===== src/design/tpc_pkg.sv =====
// Package for the compensation block: payload structs, opcodes and register indexes.
// No dependencies.
`default_nettype none
package tpc_pkg;
    typedef struct packed {
        logic        command;
        logic [19:0] raw_sample;
    } t_in_item;

    typedef struct packed {
        logic               result_kind;
        logic signed [31:0] temperature_centi;
        logic        [31:0] pressure_pascal;
        logic               divide_by_zero;
    } t_out_item;

    localparam logic [1:0] REG_TEMP_CAL  = 2'd0;
    localparam logic [1:0] REG_PRESS_LO  = 2'd1;
    localparam logic [1:0] REG_PRESS_HI  = 2'd2;
    localparam logic [1:0] REG_PRESS_P9  = 2'd3;

    localparam logic CMD_TEMP  = 1'b0;
    localparam logic CMD_PRESS = 1'b1;

    // Request to the shared divider and its answer.
    typedef struct packed {
        logic        start;
        logic [31:0] dividend;
        logic [31:0] divisor;
    } t_div_req;

    typedef struct packed {
        logic        done;
        logic [31:0] quotient;
    } t_div_rsp;

    function automatic logic [31:0] asr32(input logic [31:0] x, input int n);
        asr32 = 32'($signed(x) >>> n);
    endfunction

    function automatic logic [31:0] sx16(input logic [15:0] v);
        sx16 = {{16{v[15]}}, v};
    endfunction
endpackage
`default_nettype wire


===== src/design/tpc_divider.sv =====
// Unsigned 32-bit restoring divider, one quotient bit per cycle.
// Uses tpc_pkg for the request and response structs.
`default_nettype none
module tpc_divider (
    input  wire logic              i_clk,
    input  wire logic              i_rst_n,
    input  wire tpc_pkg::t_div_req i_req,
    output tpc_pkg::t_div_rsp      o_rsp
);
    import tpc_pkg::*;

    logic [31:0] r_rem, r_quo, r_den;
    logic [5:0]  r_count;
    logic        r_busy, r_done;
    logic [32:0] w_trial;
    logic [32:0] w_shift;

    // One shift and subtract per cycle.
    assign w_shift = {r_rem, r_quo[31]};
    assign w_trial = w_shift - {1'b0, r_den};

    always_ff @(posedge i_clk) begin
        if (!i_rst_n) begin
            r_busy  <= 1'b0;
            r_done  <= 1'b0;
            r_count <= '0;
        end else begin
            r_done <= 1'b0;
            if (i_req.start) begin
                r_busy  <= 1'b1;
                r_rem   <= '0;
                r_quo   <= i_req.dividend;
                r_den   <= i_req.divisor;
                r_count <= 6'd32;
            end else if (r_busy) begin
                if (!w_trial[32]) begin
                    r_rem <= w_trial[31:0];
                    r_quo <= {r_quo[30:0], 1'b1};
                end else begin
                    r_rem <= w_shift[31:0];
                    r_quo <= {r_quo[30:0], 1'b0};
                end
                r_count <= r_count - 6'd1;
                if (r_count == 6'd1) begin
                    r_busy <= 1'b0;
                    r_done <= 1'b1;
                end
            end
        end
    end

    assign o_rsp.done     = r_done;
    assign o_rsp.quotient = r_quo;
endmodule
`default_nettype wire


===== src/design/temp_pressure_compensation.sv =====
// Top level of the barometric compensation block: sequencer around one shared multiplier.
// Uses tpc_pkg and tpc_divider.
//
//  Channel | Direction | Handshake          | Payload
//  input   | in        | i_in_valid/o_in_ready   | t_in_item
//  output  | out       | o_out_valid/i_out_ready | t_out_item
//  config  | in        | i_cfg_valid/o_cfg_ready | index 2 bits, data 64 bits
//
// Result timing is set by one 32x32 multiplier used once per step and, for a pressure
// request, the 32-step bit-serial divider, which holds the sequencer while it runs;
// a zero divisor makes the pressure request skip the divider.
// Reset is synchronous, active low, and clears the sequencer, result valid, fine temperature and calibration registers.
// The result register holds until taken; a new request is accepted once it is empty.
`default_nettype none
module temp_pressure_compensation (
    input  wire logic               i_clk,
    input  wire logic               i_rst_n,
    input  wire logic               i_in_valid,
    output logic                    o_in_ready,
    input  wire tpc_pkg::t_in_item  i_in_data,
    output logic                    o_out_valid,
    input  wire logic               i_out_ready,
    output tpc_pkg::t_out_item      o_out_data,
    input  wire logic               i_cfg_valid,
    output logic                    o_cfg_ready,
    input  wire logic [1:0]         i_cfg_index,
    input  wire logic [63:0]        i_cfg_data
);
    import tpc_pkg::*;

    typedef enum logic [4:0] {
        S_IDLE, S_T1, S_T2, S_T3, S_T4, S_T5,
        S_P1, S_P2, S_P3, S_P4, S_P5, S_P6, S_P7, S_P8, S_P9, S_P10,
        S_P11, S_PDIV, S_PWAIT, S_P12, S_P13, S_P14, S_P15, S_OUT
    } t_state;

    t_state      r_state;
    logic [47:0] r_tcal;
    logic [63:0] r_plo, r_phi;
    logic [15:0] r_p9;
    logic [31:0] r_fine;
    logic [19:0] r_adc;
    logic [31:0] r_a, r_b, r_c, r_d, r_p;
    logic [31:0] r_prod;
    logic        r_big;
    logic        r_out_valid;
    t_out_item   r_out;
    t_div_req    r_div;
    t_div_rsp    w_div;

    logic [31:0] w_ma, w_mb;
    logic [63:0] w_full;

    logic [31:0] w_t1, w_t2, w_t3;
    logic [31:0] w_p1, w_p2, w_p3, w_p4, w_p5, w_p6, w_p7, w_p8, w_p9;

    assign w_t1 = {16'd0, r_tcal[15:0]};
    assign w_t2 = sx16(r_tcal[31:16]);
    assign w_t3 = sx16(r_tcal[47:32]);
    assign w_p1 = {16'd0, r_plo[15:0]};
    assign w_p2 = sx16(r_plo[31:16]);
    assign w_p3 = sx16(r_plo[47:32]);
    assign w_p4 = sx16(r_plo[63:48]);
    assign w_p5 = sx16(r_phi[15:0]);
    assign w_p6 = sx16(r_phi[31:16]);
    assign w_p7 = sx16(r_phi[47:32]);
    assign w_p8 = sx16(r_phi[63:48]);
    assign w_p9 = sx16(r_p9);

    tpc_divider u_div (
        .i_clk  (i_clk),
        .i_rst_n(i_rst_n),
        .i_req  (r_div),
        .o_rsp  (w_div)
    );

    // Operand select for the shared multiplier; the product is registered.
    always_comb begin
        w_ma = '0;
        w_mb = '0;
        unique case (r_state)
            S_T1:  begin w_ma = r_a; w_mb = w_t2; end
            S_T2:  begin w_ma = r_b; w_mb = r_b;  end
            S_T3:  begin w_ma = asr32(r_prod, 12); w_mb = w_t3; end
            S_T4:  begin w_ma = r_fine; w_mb = 32'd5; end
            S_P1:  begin w_ma = r_b; w_mb = r_b;  end
            S_P2:  begin w_ma = asr32(r_prod, 11); w_mb = w_p6; end
            S_P3:  begin w_ma = r_a; w_mb = w_p5; end
            S_P4:  begin w_ma = asr32(r_d, 13); w_mb = w_p3; end
            S_P5:  begin w_ma = w_p2; w_mb = r_a; end
            S_P6:  begin w_ma = r_c + asr32(r_prod, 1); w_mb = 32'd1; end
            S_P7:  begin w_ma = 32'd32768 + asr32(r_prod, 18);
                         w_mb = w_p1; end
            S_P10: begin w_ma = 32'd1048576 - {12'd0, r_adc} - asr32(r_b, 12);
                         w_mb = 32'd3125; end
            S_P12: begin w_ma = {3'd0, r_p[31:3]}; w_mb = {3'd0, r_p[31:3]}; end
            S_P13: begin w_ma = w_p9; w_mb = {13'd0, r_prod[31:13]}; end
            S_P14: begin w_ma = {2'd0, r_p[31:2]}; w_mb = w_p8; end
            default: ;
        endcase
    end
    assign w_full = w_ma * w_mb;

    assign o_in_ready  = (r_state == S_IDLE) && !r_out_valid;
    assign o_cfg_ready = 1'b1;
    assign o_out_valid = r_out_valid;
    assign o_out_data  = r_out;

    // Sequencer, working registers and result register.
    always_ff @(posedge i_clk) begin
        if (!i_rst_n) begin
            r_state     <= S_IDLE;
            r_out_valid <= 1'b0;
            r_fine      <= '0;
            r_tcal      <= '0;
            r_plo       <= '0;
            r_phi       <= '0;
            r_p9        <= '0;
            r_div       <= '0;
        end else begin
            r_div.start <= (r_state == S_P11);
            r_prod      <= w_full[31:0];
            if (i_cfg_valid) begin
                unique case (i_cfg_index)
                    REG_TEMP_CAL: r_tcal <= i_cfg_data[47:0];
                    REG_PRESS_LO: r_plo  <= i_cfg_data;
                    REG_PRESS_HI: r_phi  <= i_cfg_data;
                    REG_PRESS_P9: r_p9   <= i_cfg_data[15:0];
                    default: ;
                endcase
            end
            if (r_out_valid && i_out_ready) begin
                r_out_valid <= 1'b0;
            end
            unique case (r_state)
                S_IDLE: begin
                    if (i_in_valid && o_in_ready) begin
                        r_adc <= i_in_data.raw_sample;
                        if (i_in_data.command == CMD_TEMP) begin
                            r_a     <= {15'd0, i_in_data.raw_sample[19:3]} - (w_t1 << 1);
                            r_b     <= {16'd0, i_in_data.raw_sample[19:4]} - w_t1;
                            r_state <= S_T1;
                        end else begin
                            r_a     <= asr32(r_fine, 1) - 32'd64000;
                            r_b     <= asr32(asr32(r_fine, 1) - 32'd64000, 2);
                            r_state <= S_P1;
                        end
                    end
                end
                S_T1: begin r_state <= S_T2; end
                S_T2: begin r_a <= asr32(r_prod, 11); r_state <= S_T3; end
                S_T3: begin r_state <= S_T5; end
                S_T5: begin
                    r_fine  <= r_a + asr32(r_prod, 14);
                    r_state <= S_T4;
                end
                S_T4: begin
                    r_out.result_kind       <= CMD_TEMP;
                    r_out.temperature_centi <= asr32(w_full[31:0] + 32'd128, 8);
                    r_out.pressure_pascal   <= '0;
                    r_out.divide_by_zero    <= 1'b0;
                    r_state                 <= S_OUT;
                end
                S_P1: begin r_state <= S_P2; end
                S_P2: begin r_d <= r_prod; r_state <= S_P3; end
                S_P3: begin r_c <= r_prod; r_state <= S_P4; end
                S_P4: begin r_b <= r_c + (r_prod << 1); r_state <= S_P5; end
                S_P5: begin
                    r_b     <= asr32(r_b, 2) + (w_p4 << 16);
                    r_c     <= asr32(r_prod, 3);
                    r_state <= S_P6;
                end
                S_P6: begin r_state <= S_P7; end
                S_P7: begin r_state <= S_P8; end
                S_P8: begin
                    r_a     <= asr32(r_prod, 15);
                    r_state <= S_P9;
                end
                S_P9: begin
                    if (r_a == 32'd0) begin
                        r_out.result_kind       <= CMD_PRESS;
                        r_out.temperature_centi <= '0;
                        r_out.pressure_pascal   <= '0;
                        r_out.divide_by_zero    <= 1'b1;
                        r_state                 <= S_OUT;
                    end else begin
                        r_state <= S_P10;
                    end
                end
                S_P10: begin r_state <= S_P11; end
                S_P11: begin
                    r_big       <= r_prod[31];
                    r_div.dividend <= r_prod[31] ? r_prod : (r_prod << 1);
                    r_div.divisor  <= r_a;
                    r_state     <= S_PWAIT;
                end
                S_PWAIT: begin
                    if (w_div.done) begin
                        r_p     <= r_big ? (w_div.quotient << 1) : w_div.quotient;
                        r_state <= S_P12;
                    end
                end
                S_P12: begin r_state <= S_P13; end
                S_P13: begin r_state <= S_PDIV; end
                S_PDIV: begin
                    r_c     <= asr32(r_prod, 12);
                    r_state <= S_P14;
                end
                S_P14: begin r_state <= S_P15; end
                S_P15: begin
                    r_out.result_kind       <= CMD_PRESS;
                    r_out.temperature_centi <= '0;
                    r_out.pressure_pascal   <= r_p + asr32(r_c + asr32(r_prod, 13) + w_p7, 4);
                    r_out.divide_by_zero    <= 1'b0;
                    r_state                 <= S_OUT;
                end
                S_OUT: begin
                    r_out_valid <= 1'b1;
                    r_state     <= S_IDLE;
                end
                default: r_state <= S_IDLE;
            endcase
        end
    end
endmodule
`default_nettype wire


===== config.mk =====
export PLATFORM = sky130hd
export DESIGN_NAME = temp_pressure_compensation
export DESIGN_NICKNAME = d
export VERILOG_FILES = /design/src/design/tpc_pkg.sv /design/src/design/tpc_divider.sv /design/src/design/temp_pressure_compensation.sv
export SDC_FILE = /design/constraint.sdc
export NUM_CORES = 2
export LEC_CHECK = 0
export ABC_AREA = 1
export BUFFER_PORTS_ARGS = -buffer_cell sky130_fd_sc_hd__buf_2
export CELL_PAD_IN_SITES_DETAIL_PLACEMENT = 0
export CELL_PAD_IN_SITES_GLOBAL_PLACEMENT = 2
export CORE_MARGIN = 4
export CORE_UTILIZATION = 35
export CTS_CLUSTER_SIZE = 10
export DETAILED_ROUTE_END_ITERATION = 10
export GPL_TIMING_DRIVEN = 1
export PLACE_DENSITY = 0.84
export SYNTH_ARGS = -nofsm -noshare
export SYNTH_HDL_FRONTEND = slang
export SYNTH_SLANG_ARGS = --single-unit

===== constraint.sdc =====
create_clock -name i_clk -period 8.9 [get_ports i_clk]
set_input_delay 1.78 -clock i_clk [delete_from_list [all_inputs] [get_ports i_clk]]
set_output_delay 1.78 -clock i_clk [all_outputs]
set_load 0.02 [all_outputs]

==> flow_summary.json <==
{
  "worstHoldStart": "r_div[12]",
  "status": "complete, but fails checks",
  "switching_share_pct": 49.3,
  "totalWireLength_um": 271000,
  "yosysSeqAreaShare_pct": 28.7,
  "setup_violations": 29,
  "slowest_stage": "fa_2",
  "drive_gt1_share_pct": 19.1,
  "worstRegToRegCells": 56,
  "vias": 58000,
  "crit_path_start": "r_adc[0]",
  "p_per_area_nw_per_um2": 318,
  "syn_area_um2": 58300,
  "die_h_um": 416,
  "ys_ff_latch": 657,
  "wl_per_cell_um": 24.8,
  "synth-edff-count": 354,
  "syn_area_per_cell_um2": 7.58,
  "power.internal_w": 0.0118,
  "hold_viol_final": 0,
  "cts_root_buffer": "clkbuf_16",
  "clk_pin_slew_ns": 0.06,
  "cp_common_cell": "inv_2",
  "gp_congestion": 1.07,
  "synth_area_leaders": "edfxtp_1 18%, fa_1 15%, nand2_1 11%",
  "track_usage_pct": 30.5,
  "start_kind": "register",
  "synthArstFlopShare_pct": 0,
  "slew_headroom_pct": 7.22,
  "clockBufferDepth": 3,
  "drtPass1Iterations": 8,
  "antenna_found_initial": 16,
  "grt_pass1_wl_um": 386000,
  "insertion_delay_ns": 0.72,
  "grt_setup_unrepaired": "yes",
  "die_area_um2": 173000,
  "yosysWarnings": 0,
  "yosys.cell_types.count": 66,
  "sequentialPowerShare_pct": 18.8,
  "combPwrFrac_pct": 67.3,
  "finalPower_w": 0.0233,
  "cp.arrival_ns": 10.54,
  "fin_util_pct": 44.4,
  "drcViolationCount": 0,
  "fin_ws_ns": -1.19,
  "cpPeakStageDelay_ns": 0.61,
  "grt_pass1_vias": 55800,
  "worst-slew-pin-transition_ns": 1.38,
  "start_util_pct": 35.3,
  "grt_start_max_net_pins": 81,
  "yosys.area.top_type": "edfxtp_1",
  "die_x_um": 416,
  "p_leak_nw": 35.4,
  "period_share_pct": 113,
  "area_delta_synth_final_pct": 25.9,
  "cts_tree": "done",
  "hp-class": "register to register",
  "path_class": "register to register",
  "pwr-share-clk_pct": 13.9,
  "fmax_ghz": 0.0991,
  "hold_depth": 0,
  "pre_cts_slack_ns": -1.56,
  "numCtsBuffers": 81,
  "path_max_fanout": 4,
  "boundaryPins": 161,
  "whs_ns": 0.427,
  "vias_per_cell": 5.30,
  "netlist.area_leader.share_pct": 18.2,
  "crit_required_ns": 9.35,
  "fin_setup_tns_ns": -19.05,
  "row_count": 149,
  "antenna_left": 0,
  "cts.htree.levels": 3,
  "synthCells": 7688,
  "irDropWorstVdd_mv": 0.232,
  "reg2reg_from": "r_adc[0]",
  "drt_iter0_drc": 6078,
  "syn-num-nets": 8592,
  "power_switching_w": 0.0115,
  "violations": "negative setup slack",
  "yosys_most_used_dff": "edfxtp_1",
  "cts.sinks": 657,
  "overflow": 0,
  "slew_violations": 0,
  "end_kind": "register",
  "nNetsFinal": 9587,
  "dp_hpwl_um": 223000,
  "fin_crit_ns": 10.09,
  "core_area_um2": 165000,
  "drv_cap": 0,
  "skew_ns": 0.0396,
  "port_buffers": 159
}
[per-stage QoR]
stage                     instances  area [µm²]
final                         10900       73400
after global routing          10900       73400
after CTS                     10900       72800
after detailed placement      10700       68800
after global placement        10700       68800
after floorplan                7688       58500
[cell usage after synthesis, types with 9 or more instances]
master and number:
a21oi_1 582, inv_2 13, nor2_1 652, nand4_1 85, inv_1 1345, o22ai_1 49, ha_1 366, o221ai_1 54
o21ai_1 9, nand3b_1 30, nand2_1 1739, nand3_1 272, o21a_1 15, a21boi_0 12, buf_4 23, or2_2 17
a221oi_1 16, o21ai_0 590, buf_2 32, a31oi_1 51, dfxtp_1 303, nor3_1 47, fa_1 446, nand2_2 9
edfxtp_1 354, xor2_1 100, nor2_2 10, buf_1 10, o21bai_1 18, clkbuf_1 208, a211oi_1 29, nor4_1 18
o2111ai_1 12, o211ai_1 28, xnor2_1 59
[timing repair]
action,in CTS,in global routing
endpoints found under the setup margin,33,36
resized for setup,234,126
setup buffers,57,14
hold buffers,0,0
cloned,0,0
pin swaps,99,73
[worst paths after layout]
check	endpoint	slack, ns
max	o_out_data[63]	-1.19
min	u_div.r_den[12]	0.43
max reg2reg	o_out_data[63]	-1.19
min reg2reg	u_div.r_den[12]	0.43
[power groups by stage]
stage	clock (W)	combinational [W]	sequential, W
CTS	0.00330	0.0152	0.00436
finish	0.00325	0.0157	0.00438
global placement	0	0.0142	0.00441
detailed placement	0	0.0142	0.00441
global route	0.00342	0.0169	0.00440
floorplan	0	0.00740	0.00433
[routing by layer]
metal  up-vias  track usage [%]  wire, µm
met5         -                0        39
met4         6             10.5     11500
met3       458             7.47     26700
met2      2475             45.8    114000
met1     28200             42.9    119000
li1      26900                -         -
[kinds of logic after synthesis]
| logic type | Yosys count | share of synthesized area (%) |
|---|---|---|
| AO/OA/AOI/OAI | 1506 | 14.4 |
| XOR/XNOR | 159 | 2.39 |
| adder cells (fa/ha/maj) | 812 | 23.2 |
| buffers and inverters | 1641 | 10.8 |
| flip-flops | 657 | 28.7 |
| other | 1 | 0.00644 |
| AND/OR/NAND/NOR | 2912 | 20.6 |
[critical path, delay by kind of cell (launching register included)]
kind	cells	cell delay, ns
DFF	1	0.41
adders and majority gates	11	4.82
AOI/OAI and AO/OA	4	0.66
buffers and inverters	15	1.14
and+or+nand+nor	25	2.63
xor gates and xnor gates	1	0.15
[final cells by class]
class,count,area [µm²]
tap,2189,2740
inverter,1364,5130
fill,16800,91800
multi-input combinational,5390,36900
clock inverter,12,143
antenna,2,5.00
sequential,657,16700
clock buffer,127,2370
timing repair buffer,1189,9430
[cell usage in the layout (no fill, tap or decap), drive strengths merged, types with 19 or more instances in the layout]
cell type  count
inv         1360
nand3        280
o22ai         49
nor4          20
a31oi         51
nand2       1748
nor3          47
nor2         666
o221ai        54
or2           19
o21ai        600
o211ai        29
xor2         100
nand3b        30
a21oi        582
clkbuf       128
ha           366
a211oi        29
fa           446
edfxtp       354
dfxtp        303
xnor2         59
nand4         87
buf         1188
[registers in the layout, indices dropped and copies added (netlist names), 48 cells and up]
register	flops
o_out_data	58
r_div	65
r_plo	64
r_phi	64
r_tcal	48
Power figures use the tool's default switching activity.
